[config.mk]
export PLATFORM = sky130hd
export DESIGN_NAME = buffer_text_encoder_flat
export DESIGN_NICKNAME = d
export VERILOG_FILES = /design/src/design/bte_pkg.sv /design/src/design/bte_if.sv /design/src/design/bte_front.sv /design/src/design/bte_queue.sv /design/src/design/bte_back.sv /design/src/design/buffer_text_encoder.sv /design/src/flat_wrapper.sv
export SDC_FILE = /design/constraint.sdc
export NUM_CORES = 1
export LEC_CHECK = 0
export BUFFER_PORTS_ARGS = -buffer_cell sky130_fd_sc_hd__buf_2
export CELL_PAD_IN_SITES_DETAIL_PLACEMENT = 1
export CELL_PAD_IN_SITES_GLOBAL_PLACEMENT = 1
export CORE_MARGIN = 10
export CORE_UTILIZATION = 35
export DETAILED_ROUTE_END_ITERATION = 6
export MAX_ROUTING_LAYER = met4
export PLACE_DENSITY_LB_ADDON = 0.1
export SYNTH_ARGS = -nofsm -noshare
export SYNTH_HDL_FRONTEND = slang
export SYNTH_SLANG_ARGS = --single-unit
[constraint.sdc]
create_clock -name clk_i -period 3.2 [get_ports clk_i]
set_clock_uncertainty 0.2 [all_clocks]
set_input_delay 0.32 -clock clk_i [delete_from_list [all_inputs] [get_ports clk_i]]
set_output_delay 0.32 -clock clk_i [all_outputs]
set_load 0.01 [all_outputs]
[src/design/bte_pkg.sv]
// Shared types, codes and character functions of the text encoder.
`default_nettype none

package bte_pkg;

  // Output encoding selected by the mode register.
  typedef enum logic [1:0] {
    MODE_RAW  = 2'd0,
    MODE_HEX  = 2'd1,
    MODE_B64  = 2'd2,
    MODE_RSVD = 2'd3
  } mode_e;

  localparam int unsigned MaxChars  = 4;
  localparam int unsigned CharIdxW  = $clog2(MaxChars);
  localparam logic [7:0]  PadChar   = 8'h3D;  // '='

  // One encoded item: up to four characters, index of the final one,
  // and whether the final one closes the buffer.
  typedef struct packed {
    logic [MaxChars-1:0][7:0] chars;
    logic [CharIdxW-1:0]      last_idx;
    logic                     last;
  } job_t;

  typedef struct packed {
    logic empty;
    logic full;
  } queue_stat_t;

  function automatic logic [7:0] hex_char(input logic [3:0] nib);
    logic [7:0] c;
    if (nib < 4'd10) begin
      c = 8'h30 + {4'b0, nib};
    end else begin
      c = 8'h61 + {4'b0, nib} - 8'd10;
    end
    return c;
  endfunction

  function automatic logic [7:0] b64_char(input logic [5:0] v);
    logic [7:0] c;
    if (v < 6'd26) begin
      c = 8'h41 + {2'b0, v};
    end else if (v < 6'd52) begin
      c = 8'h61 + {2'b0, v} - 8'd26;
    end else if (v < 6'd62) begin
      c = 8'h30 + {2'b0, v} - 8'd52;
    end else if (v == 6'd62) begin
      c = 8'h2B;
    end else begin
      c = 8'h2F;
    end
    return c;
  endfunction

endpackage

`default_nettype wire

[src/design/bte_if.sv]
// Channel interfaces of the text encoder: byte input, character output, mode write.
`default_nettype none

interface bte_byte_if;
  logic       valid;
  logic       ready;
  logic [7:0] data_byte;
  logic       last_byte;
  modport source (output valid, output data_byte, output last_byte, input ready);
  modport sink   (input valid, input data_byte, input last_byte, output ready);
endinterface

interface bte_char_if;
  logic       valid;
  logic       ready;
  logic [7:0] char_out;
  logic       last_char;
  modport source (output valid, output char_out, output last_char, input ready);
  modport sink   (input valid, input char_out, input last_char, output ready);
endinterface

interface bte_cfg_if;
  logic       valid;
  logic       ready;
  logic [1:0] mode;
  modport source (output valid, output mode, input ready);
  modport sink   (input valid, input mode, output ready);
endinterface

`default_nettype wire

[src/design/bte_front.sv]
// Front end: accepts bytes, tracks the base64 group and builds encoded jobs.
`default_nettype none

module bte_front (
  input  wire logic               clk_i,
  input  wire logic               rst_ni,
  input  wire bte_pkg::mode_e     mode_i,
  bte_byte_if.sink                byte_i,
  input  wire bte_pkg::queue_stat_t q_stat_i,
  output logic                    push_o,
  output bte_pkg::job_t           job_o
);
  import bte_pkg::*;

  localparam logic [1:0] PhStart = 2'd0;
  localparam logic [1:0] PhOne   = 2'd1;
  localparam logic [1:0] PhTwo   = 2'd2;

  logic [1:0] phase_q, phase_d;
  logic [3:0] left_q, left_d;
  logic [7:0] b;
  logic       accept;

  assign byte_i.ready = ~q_stat_i.full;
  assign accept       = byte_i.valid & ~q_stat_i.full;
  assign push_o       = accept;
  assign b            = byte_i.data_byte;

  always_comb begin
    job_o          = '0;
    job_o.last     = byte_i.last_byte;
    phase_d        = phase_q;
    left_d         = left_q;
    case (mode_i)
      MODE_HEX: begin
        job_o.chars[0] = hex_char(b[7:4]);
        job_o.chars[1] = hex_char(b[3:0]);
        job_o.last_idx = CharIdxW'(1);
      end
      MODE_B64: begin
        case (phase_q)
          PhOne: begin
            job_o.chars[0] = b64_char({left_q[1:0], b[7:4]});
            if (byte_i.last_byte) begin
              job_o.chars[1] = b64_char({b[3:0], 2'b00});
              job_o.chars[2] = PadChar;
              job_o.last_idx = CharIdxW'(2);
              phase_d        = PhStart;
              left_d         = '0;
            end else begin
              phase_d = PhTwo;
              left_d  = b[3:0];
            end
          end
          PhTwo: begin
            job_o.chars[0] = b64_char({left_q, b[7:6]});
            job_o.chars[1] = b64_char(b[5:0]);
            job_o.last_idx = CharIdxW'(1);
            phase_d        = PhStart;
            left_d         = '0;
          end
          default: begin
            job_o.chars[0] = b64_char(b[7:2]);
            if (byte_i.last_byte) begin
              job_o.chars[1] = b64_char({b[1:0], 4'b0000});
              job_o.chars[2] = PadChar;
              job_o.chars[3] = PadChar;
              job_o.last_idx = CharIdxW'(3);
              phase_d        = PhStart;
              left_d         = '0;
            end else begin
              phase_d = PhOne;
              left_d  = {2'b00, b[1:0]};
            end
          end
        endcase
      end
      default: begin
        job_o.chars[0] = b;
      end
    endcase
  end

  always_ff @(posedge clk_i or negedge rst_ni) begin
    if (!rst_ni) begin
      phase_q <= PhStart;
      left_q  <= '0;
    end else if (accept) begin
      phase_q <= phase_d;
      left_q  <= left_d;
    end
  end

endmodule

`default_nettype wire

[src/design/bte_queue.sv]
// Two-entry job queue between the front and back ends.
`default_nettype none

module bte_queue (
  input  wire logic                 clk_i,
  input  wire logic                 rst_ni,
  input  wire logic                 push_i,
  input  wire bte_pkg::job_t        job_i,
  input  wire logic                 pop_i,
  output bte_pkg::job_t             job_o,
  output bte_pkg::queue_stat_t      stat_o
);
  import bte_pkg::*;

  localparam int unsigned Depth = 2;
  localparam int unsigned PtrW  = $clog2(Depth);
  localparam int unsigned CntW  = $clog2(Depth + 1);

  job_t            mem_q [Depth];
  logic [PtrW-1:0] wr_ptr_q, rd_ptr_q;
  logic [CntW-1:0] count_q, count_d;

  assign stat_o.empty = (count_q == '0);
  assign stat_o.full  = (count_q == CntW'(Depth));
  assign job_o        = mem_q[rd_ptr_q];

  always_comb begin
    count_d = count_q;
    if (push_i && !pop_i) begin
      count_d = count_q + CntW'(1);
    end else if (pop_i && !push_i) begin
      count_d = count_q - CntW'(1);
    end
  end

  always_ff @(posedge clk_i) begin
    if (push_i) begin
      mem_q[wr_ptr_q] <= job_i;
    end
  end

  always_ff @(posedge clk_i or negedge rst_ni) begin
    if (!rst_ni) begin
      wr_ptr_q <= '0;
      rd_ptr_q <= '0;
      count_q  <= '0;
    end else begin
      if (push_i) begin
        wr_ptr_q <= wr_ptr_q + PtrW'(1);
      end
      if (pop_i) begin
        rd_ptr_q <= rd_ptr_q + PtrW'(1);
      end
      count_q <= count_d;
    end
  end

endmodule

`default_nettype wire

[src/design/bte_back.sv]
// Back end: walks each queued job and sends one character per cycle while the output is ready.
`default_nettype none

module bte_back (
  input  wire logic                 clk_i,
  input  wire logic                 rst_ni,
  input  wire bte_pkg::queue_stat_t q_stat_i,
  input  wire bte_pkg::job_t        job_i,
  output logic                      pop_o,
  bte_char_if.source                char_o
);
  import bte_pkg::*;

  logic [CharIdxW-1:0] idx_q;
  logic                valid_q;
  logic [7:0]          char_q;
  logic                last_q;
  logic                load;
  logic                at_end;

  assign load   = ~q_stat_i.empty & (~valid_q | char_o.ready);
  assign at_end = (idx_q == job_i.last_idx);
  assign pop_o  = load & at_end;

  assign char_o.valid     = valid_q;
  assign char_o.char_out  = char_q;
  assign char_o.last_char = last_q;

  always_ff @(posedge clk_i) begin
    if (load) begin
      char_q <= job_i.chars[idx_q];
      last_q <= job_i.last & at_end;
    end
  end

  always_ff @(posedge clk_i or negedge rst_ni) begin
    if (!rst_ni) begin
      idx_q   <= '0;
      valid_q <= 1'b0;
    end else begin
      if (load) begin
        valid_q <= 1'b1;
        idx_q   <= at_end ? '0 : idx_q + CharIdxW'(1);
      end else if (char_o.ready) begin
        valid_q <= 1'b0;
      end
    end
  end

endmodule

`default_nettype wire

[src/design/buffer_text_encoder.sv]
// A taken byte's job goes into the queue, then its first character into the output register.
// The back end sends one character per cycle while the output is ready; characters per item:
//   raw 1, hex 2, base64 1 or 2 mid-group and up to 4 on the final byte (group padding).
// Input back-pressure comes only from the two-entry job queue filling up.
// Reset (rst_ni low, async) clears the mode to raw, the base64 group state,
//   the queue and the output valid flag.
`default_nettype none

module buffer_text_encoder (
  input  wire logic  clk_i,
  input  wire logic  rst_ni,
  bte_byte_if.sink   byte_i,
  bte_cfg_if.sink    cfg_i,
  bte_char_if.source char_o
);
  import bte_pkg::*;

  // Mode register: the user must write it only while the encoder is idle; the block does not enforce it.
  mode_e       mode_q;
  logic        push;
  logic        pop;
  job_t        push_job;
  job_t        head_job;
  queue_stat_t q_stat;

  // Always take mode writes.
  assign cfg_i.ready = 1'b1;

  always_ff @(posedge clk_i or negedge rst_ni) begin
    if (!rst_ni) begin
      mode_q <= MODE_RAW;
    end else if (cfg_i.valid) begin
      mode_q <= mode_e'(cfg_i.mode);
    end
  end

  // Front end: classify each byte under the mode and build its whole
  // character list in the same cycle, advancing the base64 group state.
  bte_front u_front (
    .clk_i    (clk_i),
    .rst_ni   (rst_ni),
    .mode_i   (mode_q),
    .byte_i   (byte_i),
    .q_stat_i (q_stat),
    .push_o   (push),
    .job_o    (push_job)
  );

  // Short queue decouples byte intake from character output.
  bte_queue u_queue (
    .clk_i  (clk_i),
    .rst_ni (rst_ni),
    .push_i (push),
    .job_i  (push_job),
    .pop_i  (pop),
    .job_o  (head_job),
    .stat_o (q_stat)
  );

  // Back end: drain the head job one character per cycle, while the output is ready,
  // into the output register; pop the job with its final character.
  bte_back u_back (
    .clk_i    (clk_i),
    .rst_ni   (rst_ni),
    .q_stat_i (q_stat),
    .job_i    (head_job),
    .pop_o    (pop),
    .char_o   (char_o)
  );

endmodule

`default_nettype wire

[src/flat_wrapper.sv]
// flat-port wrapper written by rule: the top's interface ports become plain ports
module buffer_text_encoder_flat import bte_pkg::*;
  (clk_i, rst_ni, byte_i_valid, byte_i_data_byte, byte_i_last_byte, byte_i_ready, cfg_i_valid, cfg_i_mode, cfg_i_ready, char_o_valid, char_o_char_out, char_o_last_char, char_o_ready);
  bte_byte_if byte_i_i ();
  bte_cfg_if cfg_i_i ();
  bte_char_if char_o_i ();
  input  wire logic clk_i;
  input  wire logic rst_ni;
  input wire logic [$bits(byte_i_i.valid)-1:0] byte_i_valid;
  input wire logic [$bits(byte_i_i.data_byte)-1:0] byte_i_data_byte;
  input wire logic [$bits(byte_i_i.last_byte)-1:0] byte_i_last_byte;
  output wire logic [$bits(byte_i_i.ready)-1:0] byte_i_ready;
  input wire logic [$bits(cfg_i_i.valid)-1:0] cfg_i_valid;
  input wire logic [$bits(cfg_i_i.mode)-1:0] cfg_i_mode;
  output wire logic [$bits(cfg_i_i.ready)-1:0] cfg_i_ready;
  output wire logic [$bits(char_o_i.valid)-1:0] char_o_valid;
  output wire logic [$bits(char_o_i.char_out)-1:0] char_o_char_out;
  output wire logic [$bits(char_o_i.last_char)-1:0] char_o_last_char;
  input wire logic [$bits(char_o_i.ready)-1:0] char_o_ready;
  assign byte_i_i.valid = byte_i_valid;
  assign byte_i_i.data_byte = byte_i_data_byte;
  assign byte_i_i.last_byte = byte_i_last_byte;
  assign byte_i_ready = byte_i_i.ready;
  assign cfg_i_i.valid = cfg_i_valid;
  assign cfg_i_i.mode = cfg_i_mode;
  assign cfg_i_ready = cfg_i_i.ready;
  assign char_o_valid = char_o_i.valid;
  assign char_o_char_out = char_o_i.char_out;
  assign char_o_last_char = char_o_i.last_char;
  assign char_o_i.ready = char_o_ready;
  buffer_text_encoder u_core (.clk_i(clk_i), .rst_ni(rst_ni), .byte_i(byte_i_i), .cfg_i(cfg_i_i), .char_o(char_o_i));
endmodule
Word-level counts from Yosys, hierarchy flattened
Memory sizes are Yosys's and may differ from the RTL's.
Index checks and enable logic that the tools add are counted.
{"block": "totals", "reg_bits": 24, "latchBits": 0, "ramBits": 70, "rom_bits": 0, "inputBits": 16, "word_cells": 150, "memories": 1}
{"block": "op_classes", "n_addsub": 41, "multipliers": 0, "div_mod_pow": 0, "n_lt_le_gt_ge": 21, "n_eq_ne": 10, "shift": 0, "n_mux": 50, "n_bitwise": 8, "n_reduce_logical": 9}
{"memory": "u_core.u_queue.mem_q", "words": 2, "width": 35, "rd": 1, "rd_ports_with_merged_regs": 0, "write_ports": 1, "line": "bte_queue.sv:19", "text": "job_t mem_q [Depth];"}
{"op": "8-bit 2-to-1 mux", "n": 21}
{"op": "7-bit by 6-bit adder with 8-bit output, first input constant", "n": 12}
{"op": "6-bit less-than comparator, second input constant", "n": 12}
{"op": "8-bit one-hot mux with 2 select lines", "n": 3}
{"op": "7-bit by 6-bit subtractor with 8-bit output, second input constant", "n": 6}
{"op": "8-bit by 5-bit subtractor with 8-bit output, second input constant", "n": 6}
{"op": "6-bit by 6-bit adder with 7-bit output, first input constant", "n": 6}
{"op": "6-bit by 5-bit less-than comparator with 1-bit output, second input constant", "n": 6}
{"op": "18-bit one-hot mux with 2 select lines", "n": 1}
{"op": "6-bit equality test, second input constant", "n": 4}
{"op": "22-bit 2-to-1 mux", "n": 1}
{"op": "7-bit by 4-bit adder with 8-bit output, first input constant", "n": 2}
{"op": "8-bit binary-select mux with 2-bit select", "n": 1}
{"op": "16-bit 2-to-1 mux", "n": 1}
{"op": "8-bit by 4-bit subtractor with 8-bit output, second input constant", "n": 2}
{"op": "6-bit by 4-bit adder with 7-bit output, first input constant", "n": 2}
{"op": "14-bit 2-to-1 mux", "n": 1}
{"op": "2-bit 2-to-1 mux", "n": 7}
{"op": "3-bit 2-to-1 mux", "n": 4}
{"op": "4-bit less-than comparator, second input constant", "n": 2}
{"op": "2-bit one-hot mux with 2 select lines", "n": 2}
{"op": "4-bit one-hot mux with 2 select lines", "n": 1}
{"op": "2-bit equality test, second input constant", "n": 3}
{"op": "6-bit 2-to-1 mux", "n": 1}
{"op": "17 further kinds", "n": 32}

Longest topological paths before layout
Gate-level depths: netlist (run 1).
{"block": "depth", "word_depth": 8, "ltp_mapped": 10, "depth_no_buf": 8}

Hierarchy
From an unflattened synthesis (run 1), not the netlist that was laid out.
{"block": "hier_totals", "cells_unflattened": 581, "hier_area_um2": 6329.8}
{"mod": "bte_queue", "instances": 1, "cells_each": 125, "area_each_um2": 2862.7, "seq_area_each_um2": 2202.1}
{"mod": "bte_front", "instances": 1, "cells_each": 411, "area_each_um2": 2735.1, "seq_area_each_um2": 150.1}
{"mod": "bte_back", "instances": 1, "cells_each": 39, "area_each_um2": 648.1, "seq_area_each_um2": 345.3}
{"mod": "buffer_text_encoder", "instances": 1, "cells_each": 6, "area_each_um2": 83.8, "seq_area_each_um2": 50.0}

Worst setup path after synthesis (run 1)
Ideal clock, no wire load.
{"block": "synth_path", "path_kind": "input -> register", "startpoint": "input port byte_i_data_byte[2]", "endpoint": "memory u_core.u_queue.mem_q[0][16] (netlist bit), data pin", "setup_time_ps": 273, "arrival_ps": 2110, "setup_slack_ps": 617, "cell_stages": 9, "path_cell_list": "clkbuf_1 -> inv_1 -> ha_1 -> nand2b_1 -> clkbuf_1 -> and3_1 -> or3_1 -> a21oi_1 -> o211ai_1"}
{"item": "start, declared", "line": "flat_wrapper.sv:10", "text": "input wire logic [$bits(byte_i_i.data_byte)-1:0] byte_i_data_byte;"}
{"item": "end, declared", "line": "bte_queue.sv:19"}

==> results.toml, run 1 <==
[status]
status = "complete, no violations"

[setup_path]
crit_fanout = 15
crit_chain = "buf_4 -> inv_1 -> ha_1 -> a211oi_2 -> nor3_1 -> a311oi_1 -> a211oi_1 -> o31ai_1"
cp-end-kind = "flop"
cp_top_family = "compound AO/OA/AOI/OAI gates"
critPathArrivalTime_ns = 2.63
setup.worst_path.class = "flop to flop"
max_stage_delay_ns = 0.37
critPathBufInv = 2
slowest_stage = "dfrtp_1"
start_kind = "flop"
crit_cells = 8
reg2regPathDepth = 8
critPathRequiredTime_ns = 3.12

[sta]
fin_crit_sh_pct = 84.8
timing.setup.tns_ns = 0
fmax_ghz = 0.369
tightest_slew_ns = 0.772
fin_ws_ns = 0.487
max-slew-margin-rel_pct = 48.2
post-route-min-period_ns = 2.71
slew_viol_final = 0
rsz0062_at_grt = "no"
final_hold_viol_count = 0
finalSetupViolations = 0

[yosys]
synth_top_cell_area_share_pct = 30.2
seq_area_frac_synth_pct = 37.6
ys.flop_type = "edfxtp_1"
synth_top_area_cell = "edfxtp_1"
syn_area_um2 = 5070
synth_area_leaders = "edfxtp_1, dfrtp_1, ha_1"
synth_cell_type_count = 75
synth_fp_nets = 580
synth_edf_count = 51
syn_area_per_cell_um2 = 9.42
yosys_warnings = 0
syn_inst = 539
async_flop_share_pct = 22.7
ys_seq_elements = 66

[clocking]
cts_made_buffers = 9
cts_tree = "yes"
clock_path_buffers = 2
ctsResizeCount = 0
htree_num_levels = 3
post-cts-setup-buffers = 0
cts_root_buf = "clkbuf_16"
clk_pin_slew_ns = 0.05
cts_hold_buf = 1
clock_latency_ns = 0.32
clock_sinks = 66

[floorplan]
start_util_pct = 36.1
top_level_ports = 28
dieWidth_um = 140
rows = 43
die_area_um2 = 19700
coreArea_um2 = 14000
die_h_um = 140

[layout]
areaGrowthSynthToFinish_pct = 15.2
drive_gt1_share_pct = 17.5
finish.utilization_pct = 41.6
multi_input_area_um2 = 2860
fillCellCount = 1609
seq_area_um2 = 1910
instances_no_fill = 757
antenna_cells = 0
fin_nets = 613

[power_and_ir_drop]
leakage_uw = 0.00225
vdd_ir_drop_max_mv = 0.348
power_uw = 4210
power_density_nw_per_um2 = 721

[placement]
dp_cells = 740
port_buffers = 26
routabilityCongestion = 0.892
place_ws_ns = 0.333
hpwlAfterDp_um = 12700

[routing]
via_count = 4501
firstDrtPassIters = 5
drt_iter0_drc = 402
wire_per_inst_um = 21.9
drc = 0
routed_wl_um = 16500
vias_per_cell = 5.95
ant_nets = 0

[global_routing]
grt_pass1_vias = 4596
grt_max_degree = 22
antenna_found_initial = 0
grt_overflow = 0
grt_util_all_layers_pct = 16.7
grt_first_pass_wirelength_um = 26200

[worst_hold_path]
min_delay_path_depth = 2
hold_path_class = "input port to flop"

[flow_run]
cap_violations = 0
registers in the layout (all words and copies together), names as in the netlist:
register                        flops
u_core.u_queue.wr_ptr_q             1
u_core.u_back.char_o.last_char      1
u_core.u_queue.rd_ptr_q             1
u_core.u_queue.count_q              2
u_core.u_back.idx_q                 2
u_core.u_queue.mem_q               42
u_core.u_back.char_o.valid          1
u_core.u_back.char_o.char_out       8
u_core.u_front.phase_q              2
u_core.u_front.left_q               4
u_core.mode_q                       2
cell type report:
type / count / area share [%]
clock buffers: 10 / 4.09
clock inverters: 6 / 1.37
inverters: 34 / 2.18
multi-input cells: 398 / 48.9
flip-flops and latches: 66 / 32.6
well taps: 180 / 3.85
repair buffers: 63 / 7.02
metrics by stage:
step | instance area [µm²] | hold slack [ns]
detailed placement | 5520 | 0.0816
floorplan | 5070 | -0.176
CTS | 5850 | 0.0118
global placement | 5520 | 0.0721
global route | 5850 | 0.0109
finish | 5850 | 0.0143
placed cells by master (no fill, tap or decap), types with 10 or more instances in the layout:
master	count
dfrtp_1	15
buf_4	36
inv_1	32
and3_1	10
nand3_1	13
nand2_1	46
xnor2_1	18
buf_2	26
nor2_1	25
nor3_1	10
nor2b_1	11
o21ai_0	39
nand2b_1	13
ha_1	25
a21oi_1	27
edfxtp_1	51
mux2i_1	10
kinds of logic after synthesis:
kind of cell,synth area share (%)
buf+inv,6.19
mux,6.85
flops,37.6
xor+xnor,3.62
fa+ha+maj,6.16
other cells,0.0739
simple gates,16.7
compound gates,22.8
final timing paths:
check / from / endpoint / slack [ns]
max: u_core.u_front.left_q[0] / u_core.u_queue.mem_q[0][5] / 0.49
min in group asynchronous: rst_ni / u_core.u_back.idx_q[0] / 0.25
min reg2reg: u_core.u_queue.count_q[1] / u_core.u_queue.count_q[1] / 0.31
max reg2reg: u_core.u_front.left_q[0] / u_core.u_queue.mem_q[0][5] / 0.49
max in group asynchronous: rst_ni / u_core.u_back.char_o.valid / 2.27
min: char_o_ready / u_core.u_back.char_o.valid / 0.01
synth_stat cells (5+ instances only):
master	count
a211o_1	5
a21oi_1	27
a221oi_1	5
a22oi_1	6
a31oi_1	6
and3_1	10
buf_2	14
clkbuf_1	22
dfrtp_1	15
edfxtp_1	51
ha_1	25
inv_1	32
mux2i_1	10
mux4_2	9
nand2_1	46
nand2b_1	13
nand3_1	13
nor2_1	26
nor2b_1	11
nor3_1	10
o2111ai_1	7
o211ai_1	9
o21ai_0	39
o221ai_1	5
o31ai_1	8
or3_1	7
xnor2_1	18
power by group:
part           internal, µW  switching [µW]
clock                   697             347
sequential             1280             144
combinational           709            1040
total                  2680            1530
per-layer routing:
metal	global-route usage (%)	up-vias	part of all wire, %	routed length [µm]
met1	21.7	2249	47	7710
met3	1.86	18	4.4	736
met2	26.8	134	48	7870
met5	-	-	0	0
li1	-	2100	-	-
met4	4.95	0	1.4	232
(Power assumes the default switching activity.)
==> run 2, diff against run 1 <==
==> constraint.sdc (replaced) <==
create_clock -name clk_i -period 2.45 [get_ports clk_i]
set_clock_uncertainty 0.2 [all_clocks]
set_input_delay 0.245 -clock clk_i [delete_from_list [all_inputs] [get_ports clk_i]]
set_output_delay 0.245 -clock clk_i [all_outputs]
set_load 0.01 [all_outputs]
==> run 2 against run 1 <==
Against the previous run:
- clock-buffer cell count rose by 1
- highest routed layer unchanged
- flip-flop and latch count is the same
- largest cell class unchanged
- sequential share of layout area fell by 3.1 points
- utilization rose by 4.4 points
- worst hold slack better by 0.076 ns
- routed wire length up 9.9%
- non-clock buffer count increased by 68
- power grew 39%
- combinational power is 55% higher
- largest power group unchanged
==> results.toml, run 2 (synthesis results as in run 1) <==
[setup_path]
crit_chain = "ha_2 -> a21oi_2 -> buf_4 -> a31o_1 -> a311o_1 -> a221oi_2 -> buf_4 -> nand4b_1"
max_stage_delay_ns = 0.41
path_common_cell = "buf_4"
cp-end-kind = "flop"
start_kind = "flop"
crit_cells = 8
crit_path_start = "u_core.u_front.left_q[0]"
endpoint = "u_core.u_queue.mem_q[1][6]"
r2r_start = "u_core.u_front.left_q[0]"
rrSetupSlack_ns = 0.01
critPathBufInv = 2
critPathRequiredTime_ns = 2.38
slowest_stage = "dfrtp_2"
critPathArrivalTime_ns = 2.37
r2r-end = "u_core.u_queue.mem_q[1][6]"
reg2regPathDepth = 8
setup.worst_path.class = "flop to flop"
crit_fanout = 4
cp_top_family = "compound AO/OA/AOI/OAI gates"

[power_and_ir_drop]
power_density_nw_per_um2 = 902
vdd_ir_drop_max_mv = 0.351
power_uw = 5830
leakage_uw = 0.00258

[routing]
via_count = 4785
drc = 0
ant_nets = 0
wire_per_inst_um = 22.0
routed_wl_um = 18200
drt_iter0_drc = 311
vias_per_cell = 5.80
firstDrtPassIters = 5

[global_routing]
grt_pass1_vias = 5153
grt_util_all_layers_pct = 18.5
grt_overflow = 0
grt_first_pass_wirelength_um = 28900
grt_max_degree = 23
antenna_found_initial = 0

[worst_hold_path]
hold_path_class = "input port to flop"

[clocking]
htree_num_levels = 3
cts_made_buffers = 9
clock_latency_ns = 0.32
clock_sinks = 66
cts_tree = "yes"
clk_pin_slew_ns = 0.05
cts_root_buf = "clkbuf_16"
clock_path_buffers = 2

[layout]
instances_no_fill = 825
multi_input_area_um2 = 2960
final_common_cell = "buf_4"
largest_reg_flops = 42
regMostFlops = "u_core.u_queue.mem_q"
fin_nets = 681
drive_gt1_share_pct = 28.4
fillCellCount = 1632
final_cell_mix = "buf_4, edfxtp_1, nand2_1"
antenna_cells = 0
seq_area_um2 = 1910
areaGrowthSynthToFinish_pct = 27.5

[floorplan]
die_area_um2 = 19700
die_h_um = 140
start_util_pct = 36.1
coreArea_um2 = 14000
dieWidth_um = 140
top_level_ports = 28
rows = 43

[placement]
routabilityCongestion = 0.927
hpwlAfterDp_um = 14200
dp_cells = 798
port_buffers = 26

[flow_run]
cap_violations = 0

[status]
status = "complete, no violations"

[sta]
tightest_slew_ns = 0.502
final_hold_viol_count = 0
rsz0062_at_grt = "yes"
post-route-min-period_ns = 2.44
fin_crit_sh_pct = 99.5
slew_viol_final = 0
max-slew-margin-rel_pct = 65.6
fmax_ghz = 0.410
finalSetupViolations = 0
## run 2: stage by stage
step / worst slack, ns / util (%) / hold WS, ns / cell area, µm² / TNS [ns]
after floorplan: 0.00608 / - / -0.251 / 5080 / 0
after global placement: -0.124 / 42.4 / 0.00622 / 5950 / -0.448
after detailed placement: -0.217 / 42.4 / 0.00758 / 5950 / -1.04
after CTS: -0.0226 / 45.6 / 0.0874 / 6400 / -0.0439
after global routing: -0.0362 / 46.1 / 0.106 / 6470 / -0.183
final: 0.0124 / 46.1 / 0.0905 / 6470 / 0
## run 2: worst min-delay path by stage
stage,slack (ns),cells after the start,endpoint,startpoint
2_1_floorplan,-0.25,0,u_core.mode_q[0],rst_ni
3_3_place_gp,0.006,1,u_core.u_queue.count_q[1],rst_ni
3_5_place_dp,0.008,1,u_core.u_queue.count_q[1],rst_ni
4_1_cts,0.09,3,u_core.u_queue.wr_ptr_q,byte_i_valid
5_1_grt,0.11,3,u_core.u_queue.wr_ptr_q,byte_i_valid
6_report,0.09,3,u_core.u_queue.wr_ptr_q,byte_i_valid
## run 2: worst min-delay path, cell delays in order
cell	delay [ns]
buf_2	0.11
nand2_1	0.12
xnor2_1	0.09
## run 2: layer usage
metal	wire, µm	vias up	global-route usage [%]	share of wire [%]
li1	-	2231	-	-
met1	8130	2395	22.8	45
met2	9050	127	31.4	50
met4	340	0	5.38	1.9
met5	0	-	-	0
met3	676	32	1.99	3.7
## run 2: what timing repair did
item	4_1_cts	5_1_grt
pin swaps	5	6
endpoints found under the setup margin	10	14
buffers inserted	2	1
hold buffers	8	0
endpoints found under the hold margin	18	0
resized for setup	12	14
gates cloned	0	0
## run 2: power breakdown
part	internal [µW]	switching (µW)	total [µW]
Combinational	1170	1540	2710
Sequential	1680	173	1850
Clock	836	439	1270
## run 2: layout make-up
type / instances / share of cell area (%)
inverter: 34 / 1.97
clock inverter: 5 / 0.812
tap: 180 / 3.48
clock buffer: 11 / 3.91
timing repair buffer: 131 / 14.6
sequential: 66 / 29.5
multi-input combinational: 398 / 45.8
